### src/rtl/core/cawc_pkg.sv
`timescale 1ns / 1ps
`default_nettype none

package cawc_pkg;

    // Counter width and the width of the reported totals.
    localparam int COUNT_WIDTH = 32;
    localparam int OUT_WIDTH   = 32;
    localparam int EXT_WIDTH   = (COUNT_WIDTH > OUT_WIDTH) ? COUNT_WIDTH : OUT_WIDTH;

    typedef logic [COUNT_WIDTH-1:0] count_t;
    typedef logic [OUT_WIDTH-1:0]   total_t;

    localparam count_t CNT_MAX  = '1;
    localparam count_t CNT_ZERO = '0;
    localparam count_t CNT_ONE  = count_t'(1);

    // Characters the scanner looks for.
    localparam logic [7:0] CH_SLASH   = 8'h2F;
    localparam logic [7:0] CH_STAR    = 8'h2A;
    localparam logic [7:0] CH_NEWLINE = 8'h0A;
    localparam logic [7:0] CH_TAB     = 8'h09;
    localparam logic [7:0] CH_CR      = 8'h0D;
    localparam logic [7:0] CH_SPACE   = 8'h20;

    // Scanner states.
    typedef enum logic [2:0] {
        ST_OUT,   // outside a word
        ST_IN,    // inside a word
        ST_SLW,   // slash seen inside a word
        ST_SLN,   // slash that began a new word
        ST_COM,   // inside a comment
        ST_STAR,  // star seen inside a comment
        ST_END    // comment just closed
    } scan_state_t;

    // Input operation codes.
    typedef enum logic {
        OP_BYTE   = 1'b0,
        OP_FINISH = 1'b1
    } op_t;

    // One report transaction.
    typedef struct packed {
        total_t line_total;
        total_t word_total;
        total_t char_total;
        logic   unterminated;
        total_t error_line;
    } report_t;

    // Saturating increment: the maximum is sticky.
    function automatic count_t sat_inc(count_t v);
        return (v == CNT_MAX) ? v : v + CNT_ONE;
    endfunction

    // Saturating take-back: a counter at the maximum or at zero is left alone.
    function automatic count_t sat_dec(count_t v);
        return ((v == CNT_MAX) || (v == CNT_ZERO)) ? v : v - CNT_ONE;
    endfunction

    // Whitespace is tab through carriage return, and space.
    function automatic logic is_space(logic [7:0] c);
        return ((c >= CH_TAB) && (c <= CH_CR)) || (c == CH_SPACE);
    endfunction

    // Low bits of a counter, zero-extended when the counter is narrower.
    function automatic total_t to_total(count_t v);
        logic [EXT_WIDTH-1:0] x;
        x = EXT_WIDTH'(v);
        return x[OUT_WIDTH-1:0];
    endfunction

endpackage

`default_nettype wire

### src/rtl/core/cawc_text_if.sv
`timescale 1ns / 1ps
`default_nettype none

// Text channel: one byte or an end-of-text marker per transaction.
interface cawc_text_if;
    logic       valid;
    logic       ready;
    logic       operation;
    logic [7:0] text_byte;

    modport source (output valid, output operation, output text_byte, input ready);
    modport sink   (input valid, input operation, input text_byte, output ready);
endinterface

`default_nettype wire

### src/rtl/core/cawc_report_if.sv
`timescale 1ns / 1ps
`default_nettype none

// Report channel: the totals for one text per transaction.
interface cawc_report_if;
    logic              valid;
    logic              ready;
    cawc_pkg::total_t  line_total;
    cawc_pkg::total_t  word_total;
    cawc_pkg::total_t  char_total;
    logic              unterminated;
    cawc_pkg::total_t  error_line;

    modport source (output valid, output line_total, output word_total, output char_total,
                    output unterminated, output error_line, input ready);
    modport sink   (input valid, input line_total, input word_total, input char_total,
                    input unterminated, input error_line, output ready);
endinterface

`default_nettype wire

### src/rtl/core/comment_aware_word_count.sv
// An end-of-text transaction passes through the input register, then the result register,
// from which its report is taken. Throughput: one transaction per cycle; an end-of-text
// transaction waits only while the result register holds a report that is not taken.
// Reset: rst_n clears the counts to line one, no words, no characters, and empties
// both registers; no report is pending after reset.
`timescale 1ns / 1ps
`default_nettype none

module comment_aware_word_count (
    input  logic          clk,
    input  logic          rst_n,
    cawc_text_if.sink     text,
    cawc_report_if.source report
);
    import cawc_pkg::*;

    logic    rep_valid;
    logic    rep_ready;
    report_t rep_data;

    // Scanner with its input register and counters.
    cawc_scanner u_scanner (
        .clk       (clk),
        .rst_n     (rst_n),
        .text      (text),
        .rep_valid (rep_valid),
        .rep_ready (rep_ready),
        .rep_data  (rep_data)
    );

    // Output register toward the report channel.
    cawc_result u_result (
        .clk       (clk),
        .rst_n     (rst_n),
        .rep_valid (rep_valid),
        .rep_ready (rep_ready),
        .rep_data  (rep_data),
        .report    (report)
    );

endmodule

`default_nettype wire

### src/rtl/core/cawc_scanner.sv
`timescale 1ns / 1ps
`default_nettype none

// Input register, scanner state machine and the saturating counters.
module cawc_scanner (
    input  logic              clk,
    input  logic              rst_n,
    cawc_text_if.sink         text,
    output logic              rep_valid,
    input  logic              rep_ready,
    output cawc_pkg::report_t rep_data
);
    import cawc_pkg::*;

    logic        stage_valid_reg, stage_valid_next;
    logic        stage_op_reg;
    logic [7:0]  stage_byte_reg;
    logic        advance;
    logic        open_comment;

    scan_state_t state_reg, state_next;
    count_t      line_reg, line_next;
    count_t      word_reg, word_next;
    count_t      char_reg, char_next;
    count_t      start_reg, start_next;

    // A byte always retires; a finish waits until the result register can take it.
    assign advance   = stage_valid_reg && ((stage_op_reg == OP_BYTE) || rep_ready);
    assign text.ready = !stage_valid_reg || advance;
    assign stage_valid_next = text.valid ? 1'b1 : (advance ? 1'b0 : stage_valid_reg);

    // Input register control.
    always_ff @(posedge clk or negedge rst_n)
    begin
        if (!rst_n)
        begin
            stage_valid_reg <= 1'b0;
        end
        else
        begin
            stage_valid_reg <= stage_valid_next;
        end
    end

    // Input register payload, loaded on each accepted transaction.
    always_ff @(posedge clk)
    begin
        if (text.valid && text.ready)
        begin
            stage_op_reg   <= text.operation;
            stage_byte_reg <= text.text_byte;
        end
    end

    // Report built from the current counts.
    assign open_comment = (state_reg == ST_COM) || (state_reg == ST_STAR);
    assign rep_valid    = stage_valid_reg && (stage_op_reg == OP_FINISH);

    always_comb
    begin
        rep_data.line_total   = (char_reg == CNT_ZERO) ? '0 : to_total(line_reg);
        rep_data.word_total   = to_total(word_reg);
        rep_data.char_total   = to_total(char_reg);
        rep_data.unterminated = open_comment;
        rep_data.error_line   = open_comment ? to_total(start_reg) : '0;
    end

    // Next state and counter updates for the item in the input register.
    always_comb
    begin
        state_next = state_reg;
        line_next  = line_reg;
        word_next  = word_reg;
        char_next  = char_reg;
        start_next = start_reg;

        if (advance)
        begin
            if (stage_op_reg == OP_FINISH)
            begin
                // The report leaves now; return to the reset values.
                state_next = ST_OUT;
                line_next  = CNT_ONE;
                word_next  = CNT_ZERO;
                char_next  = CNT_ZERO;
                start_next = CNT_ONE;
            end
            else
            begin
                unique case (state_reg) inside
                    ST_IN:
                    begin
                        if (is_space(stage_byte_reg))
                        begin
                            if (stage_byte_reg == CH_NEWLINE)
                            begin
                                line_next = sat_inc(line_reg);
                            end
                            char_next  = sat_inc(char_reg);
                            state_next = ST_OUT;
                        end
                        else
                        begin
                            char_next = sat_inc(char_reg);
                            if (stage_byte_reg == CH_SLASH)
                            begin
                                state_next = ST_SLW;
                            end
                        end
                    end
                    ST_SLW, ST_SLN:
                    begin
                        if (is_space(stage_byte_reg))
                        begin
                            if (stage_byte_reg == CH_NEWLINE)
                            begin
                                line_next = sat_inc(line_reg);
                            end
                            char_next  = sat_inc(char_reg);
                            state_next = ST_OUT;
                        end
                        else if (stage_byte_reg == CH_STAR)
                        begin
                            // The slash opened a comment: take it back.
                            char_next = sat_dec(char_reg);
                            if (state_reg == ST_SLN)
                            begin
                                word_next = sat_dec(word_reg);
                            end
                            start_next = line_reg;
                            state_next = ST_COM;
                        end
                        else
                        begin
                            char_next = sat_inc(char_reg);
                            if (stage_byte_reg != CH_SLASH)
                            begin
                                state_next = ST_IN;
                            end
                        end
                    end
                    ST_COM:
                    begin
                        if (stage_byte_reg == CH_STAR)
                        begin
                            state_next = ST_STAR;
                        end
                        else if (stage_byte_reg == CH_NEWLINE)
                        begin
                            line_next = sat_inc(line_reg);
                            char_next = sat_inc(char_reg);
                        end
                    end
                    ST_STAR:
                    begin
                        if (stage_byte_reg == CH_SLASH)
                        begin
                            // The closed comment counts as one character.
                            char_next  = sat_inc(char_reg);
                            state_next = ST_END;
                        end
                        else if (stage_byte_reg != CH_STAR)
                        begin
                            if (stage_byte_reg == CH_NEWLINE)
                            begin
                                line_next = sat_inc(line_reg);
                                char_next = sat_inc(char_reg);
                            end
                            state_next = ST_COM;
                        end
                    end
                    default:
                    begin
                        // Outside a word, just after a comment, or the unused code.
                        if (is_space(stage_byte_reg))
                        begin
                            if (stage_byte_reg == CH_NEWLINE)
                            begin
                                line_next = sat_inc(line_reg);
                            end
                            char_next  = sat_inc(char_reg);
                            state_next = ST_OUT;
                        end
                        else
                        begin
                            word_next  = sat_inc(word_reg);
                            char_next  = sat_inc(char_reg);
                            state_next = (stage_byte_reg == CH_SLASH) ? ST_SLN : ST_IN;
                        end
                    end
                endcase
            end
        end
    end

    // Scanner state and counters.
    always_ff @(posedge clk or negedge rst_n)
    begin
        if (!rst_n)
        begin
            state_reg <= ST_OUT;
            line_reg  <= CNT_ONE;
            word_reg  <= CNT_ZERO;
            char_reg  <= CNT_ZERO;
            start_reg <= CNT_ONE;
        end
        else
        begin
            state_reg <= state_next;
            line_reg  <= line_next;
            word_reg  <= word_next;
            char_reg  <= char_next;
            start_reg <= start_next;
        end
    end

endmodule

`default_nettype wire

### src/rtl/core/cawc_result.sv
`timescale 1ns / 1ps
`default_nettype none

// Result register that holds a report until the sink takes it.
module cawc_result (
    input  logic              clk,
    input  logic              rst_n,
    input  logic              rep_valid,
    output logic              rep_ready,
    input  cawc_pkg::report_t rep_data,
    cawc_report_if.source     report
);
    import cawc_pkg::*;

    logic    out_valid_reg, out_valid_next;
    report_t out_data_reg;
    logic    load;

    // The register takes a new report when it is empty or being drained.
    assign rep_ready = !out_valid_reg || report.ready;
    assign load      = rep_valid && rep_ready;

    always_comb
    begin
        if (load)
        begin
            out_valid_next = 1'b1;
        end
        else if (report.ready)
        begin
            out_valid_next = 1'b0;
        end
        else
        begin
            out_valid_next = out_valid_reg;
        end
    end

    always_ff @(posedge clk or negedge rst_n)
    begin
        if (!rst_n)
        begin
            out_valid_reg <= 1'b0;
        end
        else
        begin
            out_valid_reg <= out_valid_next;
        end
    end

    always_ff @(posedge clk)
    begin
        if (load)
        begin
            out_data_reg <= rep_data;
        end
    end

    // Drive the report channel from the register.
    assign report.valid        = out_valid_reg;
    assign report.line_total   = out_data_reg.line_total;
    assign report.word_total   = out_data_reg.word_total;
    assign report.char_total   = out_data_reg.char_total;
    assign report.unterminated = out_data_reg.unterminated;
    assign report.error_line   = out_data_reg.error_line;

endmodule

`default_nettype wire

### src/flat_wrapper.sv
// flat-port wrapper written by rule: the top's interface ports become plain ports
module comment_aware_word_count_flat import cawc_pkg::*;
  (clk, rst_n, text_valid, text_operation, text_text_byte, text_ready, report_valid, report_line_total, report_word_total, report_char_total, report_unterminated, report_error_line, report_ready);
  cawc_text_if text_i ();
  cawc_report_if report_i ();
  input  logic clk;
  input  logic rst_n;
  input wire logic [$bits(text_i.valid)-1:0] text_valid;
  input wire logic [$bits(text_i.operation)-1:0] text_operation;
  input wire logic [$bits(text_i.text_byte)-1:0] text_text_byte;
  output wire logic [$bits(text_i.ready)-1:0] text_ready;
  output wire logic [$bits(report_i.valid)-1:0] report_valid;
  output wire logic [$bits(report_i.line_total)-1:0] report_line_total;
  output wire logic [$bits(report_i.word_total)-1:0] report_word_total;
  output wire logic [$bits(report_i.char_total)-1:0] report_char_total;
  output wire logic [$bits(report_i.unterminated)-1:0] report_unterminated;
  output wire logic [$bits(report_i.error_line)-1:0] report_error_line;
  input wire logic [$bits(report_i.ready)-1:0] report_ready;
  assign text_i.valid = text_valid;
  assign text_i.operation = text_operation;
  assign text_i.text_byte = text_text_byte;
  assign text_ready = text_i.ready;
  assign report_valid = report_i.valid;
  assign report_line_total = report_i.line_total;
  assign report_word_total = report_i.word_total;
  assign report_char_total = report_i.char_total;
  assign report_unterminated = report_i.unterminated;
  assign report_error_line = report_i.error_line;
  assign report_i.ready = report_ready;
  comment_aware_word_count u_core (.clk(clk), .rst_n(rst_n), .text(text_i), .report(report_i));
endmodule
### config.mk
export PLATFORM = sky130hd
export DESIGN_NAME = comment_aware_word_count_flat
export DESIGN_NICKNAME = d
export VERILOG_FILES = /design/src/rtl/core/cawc_pkg.sv /design/src/rtl/core/cawc_text_if.sv /design/src/rtl/core/cawc_report_if.sv /design/src/rtl/core/comment_aware_word_count.sv /design/src/rtl/core/cawc_scanner.sv /design/src/rtl/core/cawc_result.sv /design/src/flat_wrapper.sv
export SDC_FILE = /design/constraint.sdc
export NUM_CORES = 1
export LEC_CHECK = 0
export ABC_CLOCK_PERIOD_IN_PS = 12600
export BUFFER_PORTS_ARGS = -buffer_cell sky130_fd_sc_hd__buf_4
export CAP_MARGIN = 20
export CORE_ASPECT_RATIO = 0.9
export CORE_MARGIN = 5
export CORE_UTILIZATION = 30
export CTS_BUF_LIST = sky130_fd_sc_hd__clkbuf_8
export DETAILED_ROUTE_END_ITERATION = 12
export GPL_ROUTABILITY_DRIVEN = 0
export HOLD_SLACK_MARGIN = 0.15
export PLACE_DENSITY_LB_ADDON = 0.1
export SYNTH_ARGS = -nofsm -noshare
export SYNTH_HDL_FRONTEND = slang
export SYNTH_SLANG_ARGS = --single-unit
### constraint.sdc
create_clock -name clk -period 12.6 [get_ports clk]
set_clock_uncertainty 0.2 [all_clocks]
set_input_delay 0.63 -clock clk [delete_from_list [all_inputs] [get_ports clk]]
set_output_delay 0.63 -clock clk [all_outputs]
set_load 0.02 [all_outputs]
## After elaboration in Yosys (flattened, before gate mapping)

Index checks and enable logic that the tools add are counted.

| word-level totals | value |
|---|---|
| flip-flop bits (word level) | 271 |
| logic and storage cells | 124 |

| operators by class | value |
|---|---|
| $add $sub $neg | 5 |
| $lt $le $gt $ge | 2 |
| eq/ne operators | 28 |
| mux-type cells | 46 |
| bitwise gates (word level) | 1 |
| reduce and logical (&&, ||, !) cells | 28 |

Operator list:

| operator | number |
|---|---|
| 32-bit 2-to-1 mux | 27 |
| 32-bit case mux with 2 select lines | 2 |
| 32-bit by 1-bit adder with 32-bit output, second input constant | 3 |
| 32-bit == test, second input constant | 3 |
| 32-bit case mux with 3 select lines | 1 |
| 32-bit zero test | 2 |
| 32-bit by 1-bit subtractor with 32-bit output, second input constant | 2 |
| 3-bit 2-to-1 mux | 9 |
| 8-bit by 6-bit == test with 1-bit output, second input constant | 3 |
| 8-bit by 6-bit inequality test with 1-bit output, second input constant | 2 |
| 3-bit inequality test, second input constant | 5 |
| 3-bit case mux with 4 select lines | 1 |
| 5-bit inequality test, second input constant | 2 |
| 5-bit AND reduction | 2 |
| 3-bit by 2-bit inequality test with 1-bit output, second input constant | 3 |
| 8-bit by 4-bit == test with 1-bit output, second input constant | 1 |
| 8-bit by 4-bit >= comparator with 1-bit output, second input constant | 1 |
| 8-bit by 4-bit <= comparator with 1-bit output, second input constant | 1 |
| 4-bit by 2-bit inequality test with 1-bit output, second input constant | 2 |
| 4-bit AND reduction | 2 |
| 2-bit nonzero test | 4 |
| 1-bit logical OR | 7 |
| 7-bit AND reduction | 1 |
| 3-bit by 2-bit == test with 1-bit output, second input constant | 2 |
| other kinds (12) | 22 |

## Longest topological paths before layout

| logic depth | value |
|---|---|
| depth after elaboration | 8 |
| gate-level depth with buffers | 12 |
| gate-level depth less buffers | 11 |

## Cells and area by module

Synthesis repeated with hierarchy kept, for this count alone.

| second synthesis, totals | value |
|---|---|
| cell total of the unflattened synthesis | 1,281 |
| area, all modules | 13,614.3 µm² |

By module, submodules not included:

| module | instances | cells an instance | area each (µm²) | sequential area each (µm²) |
|---|---|---|---|---|
| cawc_scanner | 1 | 1,148 | 9,686.8 | 3,575.9 |
| cawc_result | 1 | 133 | 3,927.5 | 3,898.7 |

## Least setup slack after synthesis

OpenSTA, ideal clock, no wires.

| timing | value |
|---|---|
| path kind | input-to-reg |
| start | in report_ready |
| end | reg u_core.u_result.out_data_reg, in the netlist u_core.u_result.report.char_total[0], enable pin |
| arrival | 4,572 ps |
| path slack | 7,285 ps |
| cell stages on the path | 3 |
| buffers on the path | 1 |
| cells stage by stage | nor2b_1 > nor2_1 > clkbuf_1 |

| on the way | value |
|---|---|
| word-level cells in the longest chain between the ends | 2 |

RTL lines:

| item | RTL line | source |
|---|---|---|
| from (decl) | flat_wrapper.sv:18 | `input wire logic [$bits(report_i.ready)-1:0] report_ready;` |
| 1-bit logical OR | cawc_result.sv:20 | `assign rep_ready = !out_valid_reg \|\| report.ready;` |
| 1-bit logical AND | cawc_result.sv:21 | `assign load = rep_valid && rep_ready;` |
| via u_core.u_result.load | cawc_result.sv:17 | `logic load;` |
| to (signal assigned) | cawc_result.sv:55 | `out_data_reg <= rep_data;` |
| to (decl) | cawc_result.sv:16 | `report_t out_data_reg;` |

The timed path passes the listed nets, and every way through them passes these cells.
A chain may end at the register's enable or synchronous reset.

## Worst setup path after layout

| timing | value |
|---|---|
| start | reg u_core.u_scanner.state_reg[2] |
| end | reg u_core.u_scanner.word_reg[30] |

| on the way | value |
|---|---|
| word-level cells in the longest chain between the ends | 4 |
| elaborated cells on any way between the ends | 15 |

RTL lines:

| item | RTL line | source |
|---|---|---|
| from (decl) | cawc_scanner.sv:21 | `scan_state_t state_reg, state_next;` |
| from (signal assigned) | cawc_scanner.sv:209 | `state_reg <= state_next;` |
| 3-bit by 2-bit == test with 1-bit output (no source line), or another cell as far along | -- |  |
| 2-bit OR reduction / 3-bit OR reduction (equally long branches) | -- |  |
| 3-bit by 2-bit inequality test with 1-bit output (no source line), or another cell as far along | -- |  |
| 7-bit AND reduction (no source line) / 32-bit 2-to-1 mux (equally long branches) | -- |  |
| to (signal assigned) | cawc_scanner.sv:211 | `word_reg <= word_next;` |
| to (decl) | cawc_scanner.sv:23 | `count_t word_reg, word_next;` |

Several ways; a longest one is shown, not always the timed one.

==> run summary <==
The later pin in the worst-skew pair is clocked with a latency of 0.62 ns. The biggest area contributor in the post-synthesis netlist is sky130_fd_sc_hd__edfxtp_1. The adder-cell share of the synthesized area is 0.03318. By area, the combinational part of the netlist is dominated by simple AND/OR/NAND/NOR gates.

TritonCTS built the clock tree. The tools report the end-of-flow core utilization as 0.3686. Proportion of layout cells with a drive suffix above 1: 0.1715.

The final cell count without fillers came out at 2058. The tools report the startpoint type of the worst setup path as a flop. Post-CTS timing repair inserted 0 buffers for setup. The count of endpoints failing hold in the final timing report is 0. The setup check on the worst reg-to-reg path leaves a slack of 8.25 ns. In this run the remaining antenna-violating nets after routing total 0. For this design the top-level I/O count stands at 144. The number of CTS-inserted buffers was 48; the number of buffers inserted by port buffering was 143. The die covers 0.04908 sq mm. The cell row count is 73, and the number of max-capacitance violations reported is 0. Sorting the synthesized cells by area gives the leading types as sky130_fd_sc_hd__edfxtp_1 (31%), sky130_fd_sc_hd__dfrtp_1 (24%), sky130_fd_sc_hd__ha_1 (3.2%). By instance count, the leading cell after synthesis is sky130_fd_sc_hd__edfxtp_1.

The layout overhead on the synthesized area came out at 21.41%. The clock passes through at most 3 buffers. The run gives 6.682 nW as the total leakage power. Clock tree synthesis selected as its root buffer the cell sky130_fd_sc_hd__clkbuf_8. The area share of the largest cell type after synthesis came out at 0.3087. The run finished with clean final reports. The share of synthesized registers carrying an async set or reset is 0.4908, and the worst hold path cell count is 3. CTS built an H-tree with a depth of 2.

Cts-stage hold buffer count: 11. The tools report the worst hold path endpoint as u_core.u_result.report.valid. The share of cell area taken by muxes after synthesis came out at 0.0007457.

Dividing total power by cell area gives a power density of 165.5 mW/mm^2. The number of antenna violations at the first check in global routing was 0; the compound-gate portion of the synthesized area was 0.1612. The tools report the combined area of all synthesized cells as 0.01342 sq mm. The post-synthesis simple-gate area fraction works out to 0.1865.

IR analysis of the VDD net gives a maximum drop of 0.07095 mV. Setup repair after global routing left no endpoint under its margin. The sink count of the clock tree was 271. The number of synthesized flops with an enable pin came out at 138.

The first global-routing pass estimated 61.63 mm of wire. The slew of the pin with the lowest slew margin works out to 1.042 ns. The final routed DRC violation total came out at 0. In this run the worst path has a maximum fanout of 19. The tools report the number of inserted diodes as 0.

The die width came out at 233.0 um. Each instance of the synthesized netlist takes up on average 10.67 sq um. The die is 210.7 um tall. The number of slew-limit violations in the final report came out at 0. STA classifies the critical path endpoint as a flop. The total of flip-flops plus latches after synthesis was 271; the maximum number of pins on one net before global-route repair was 160. Setup violations remaining at the end of the flow were counted as 0. The remaining global-route overflow came out at 0. At the end of the flow, the number of nets in the layout was 1467.

The number of iterations in the first detailed-routing pass came out at 5. After synthesis, the netlist uses 70 different library cells. The average vias per placed instance is 5.128, and the area of the placeable core is 0.04421 sq mm. The run gives 230.1 MHz as the highest attainable clock frequency. After clock tree synthesis, the clock-pin slew on the worst setup and hold paths is 0.06 ns.

For this block, the initial DRC count from the detailed router was 853. The count of synthesis-stage warnings from yosys came out at 0. The per-cell routed wire length is 19.00 um, and the arrival time of data at the critical path endpoint is 4.63 ns.

Overall fraction of global-route tracks in use: 0.1566. The tools report the critical register-to-register path endpoint as u_core.u_scanner.word_reg[30]. The tools report the worst flop-to-flop path startpoint as u_core.u_scanner.state_reg[2]. The run gives 10.49k as the number of global-route vias before repair. The path class of the tightest hold or removal check is in -> reg. Across all layers, the routed design uses 10.55k vias. The run gives 0.3036 as the tightest slew margin relative to the limit. The tools report the post-placement cell count as 1957.

The critical path in this run is classified as reg -> reg. The post-route clock period utilization was 0.3449; the data required time at the worst endpoint was 12.89 ns. The share of the yosys chip area belonging to registers was 0.5569; the area share of xor/xnor cells in the synthesized design was 0.03393.

The tools report the post-synth net total as 1306. After detailed routing, the total wire length is 39.09 mm. After legalization and detailed placement, the total HPWL measured 25.53 mm. The starting density of the core is 0.3036. The commonest cells after synthesis are sky130_fd_sc_hd__edfxtp_1 (138), sky130_fd_sc_hd__dfrtp_1 (131), sky130_fd_sc_hd__nand2_1 (104). The worst reg2reg path depth was 11; the post-route setup TNS was 0 ns. Synthesis produced a netlist whose cell count is 1258. In the synthesized netlist the dominant register cell turns out to be sky130_fd_sc_hd__edfxtp_1. The final critical delay including setup and external delays was 4.346 ns; the number of instances resized during post-cts repair was 0.

The tools report the startpoint of the lowest-slack hold path as report_ready.
## area by class of cell
type / instances / area (sq um)
clock buffers: 62 / 853.3
clock inverters: 27 / 150.1
fillers: 4454 / 27910
inverters: 34 / 127.6
multi-input cells: 892 / 5605
flip-flops and latches: 271 / 7475
well taps: 600 / 750.7
repair buffers: 172 / 1335
## per-layer routing
| layer | routed length [um] | track usage | vias up |
|---|---|---|---|
| li1 | - | - | 5063 |
| met1 | 19170 | 0.2326 | 5151 |
| met2 | 17110 | 0.2330 | 283 |
| met3 | 2037 | 0.02890 | 56 |
| met4 | 774 | 0.04868 | 0 |
| met5 | 0 | 0 | - |
## how the worst max path moves through the flow
stage	start	end	slack [ns]
2_1_floorplan	report_ready	u_core.u_result.report.char_total[0]	7.28
3_3_place_gp	u_core.u_scanner.state_reg[2]	u_core.u_scanner.word_reg[30]	8.43
3_5_place_dp	u_core.u_scanner.state_reg[2]	u_core.u_scanner.word_reg[30]	8.30
4_1_cts	u_core.u_scanner.state_reg[2]	u_core.u_scanner.word_reg[30]	8.29
5_1_grt	u_core.u_scanner.state_reg[2]	u_core.u_scanner.word_reg[30]	7.83
6_report	u_core.u_scanner.state_reg[2]	u_core.u_scanner.word_reg[30]	8.25
## per-stage QoR
| step | worst slack, ns | total power, mW | hold slack (ns) | instance area (sq um) |
|---|---|---|---|---|
| global placement | 8.429 | 1.860 | 0.2800 | 15180 |
| floorplan | 7.285 | 1.623 | 0.1344 | 13420 |
| CTS | 8.287 | 2.739 | 0.1727 | 16290 |
| finish | 8.254 | 2.697 | 0.2168 | 16300 |
| detailed placement | 8.299 | 1.859 | 0.2836 | 15180 |
| global route | 7.835 | 2.866 | 0.2415 | 16300 |
## critical path: stages, from the launching register on
cell and delay [ns]:
sky130_fd_sc_hd__dfrtp_1 0.54, sky130_fd_sc_hd__nand2b_1 0.24, sky130_fd_sc_hd__clkinv_1 0.57, sky130_fd_sc_hd__fa_1 0.69
sky130_fd_sc_hd__a21oi_1 0.17, sky130_fd_sc_hd__o221ai_1 0.26, sky130_fd_sc_hd__o221ai_1 0.34, sky130_fd_sc_hd__o21ai_0 0.20
sky130_fd_sc_hd__a21boi_0 0.46, sky130_fd_sc_hd__o21ai_0 0.19, sky130_fd_sc_hd__xor2_1 0.16, sky130_fd_sc_hd__a22o_1 0.20
## cells by family (layout without fill, tap and decap cells)
kind of cell | count (synthesis) | count (layout)
compound gates | 323 | 323
xor+xnor | 52 | 52
buf+inv | 95 | 295
flops | 271 | 271
simple gates | 481 | 481
fa+ha+maj | 35 | 35
mux | 1 | 1
## cells in the final DEF, fill, tap and decap left out, types with 5 or more instances in the layout
master and count:
sky130_fd_sc_hd__a31oi_1 18, sky130_fd_sc_hd__dlygate4sd3_1 11, sky130_fd_sc_hd__and4_1 12, sky130_fd_sc_hd__and2_1 42, sky130_fd_sc_hd__edfxtp_1 138, sky130_fd_sc_hd__inv_1 49, sky130_fd_sc_hd__a21o_1 10, sky130_fd_sc_hd__a211oi_1 5
sky130_fd_sc_hd__nand4_1 33, sky130_fd_sc_hd__nor3_1 32, sky130_fd_sc_hd__buf_4 159, sky130_fd_sc_hd__o22ai_1 7, sky130_fd_sc_hd__a22o_1 46, sky130_fd_sc_hd__nand3_1 46, sky130_fd_sc_hd__xor2_1 25, sky130_fd_sc_hd__and3_1 21
sky130_fd_sc_hd__nand2b_1 10, sky130_fd_sc_hd__a21oi_1 71, sky130_fd_sc_hd__nor2b_1 32, sky130_fd_sc_hd__clkbuf_8 62, sky130_fd_sc_hd__a311oi_1 6, sky130_fd_sc_hd__o21ai_0 72, sky130_fd_sc_hd__nor4_1 22, sky130_fd_sc_hd__nor2_1 90
sky130_fd_sc_hd__o211ai_1 7, sky130_fd_sc_hd__o21a_1 7, sky130_fd_sc_hd__nand2_1 104, sky130_fd_sc_hd__clkinv_1 5, sky130_fd_sc_hd__or3_1 12, sky130_fd_sc_hd__ha_1 34, sky130_fd_sc_hd__a32o_1 7, sky130_fd_sc_hd__xnor2_1 27
sky130_fd_sc_hd__o31ai_1 25, sky130_fd_sc_hd__dfrtp_1 131
## power breakdown
group | internal [mW] | switching (mW) | total, mW
clock | 0.463 | 0.389 | 0.852
combinational | 0.268 | 0.426 | 0.695
sequential | 1.04 | 0.115 | 1.15
Power figures use the tool's default switching activity.
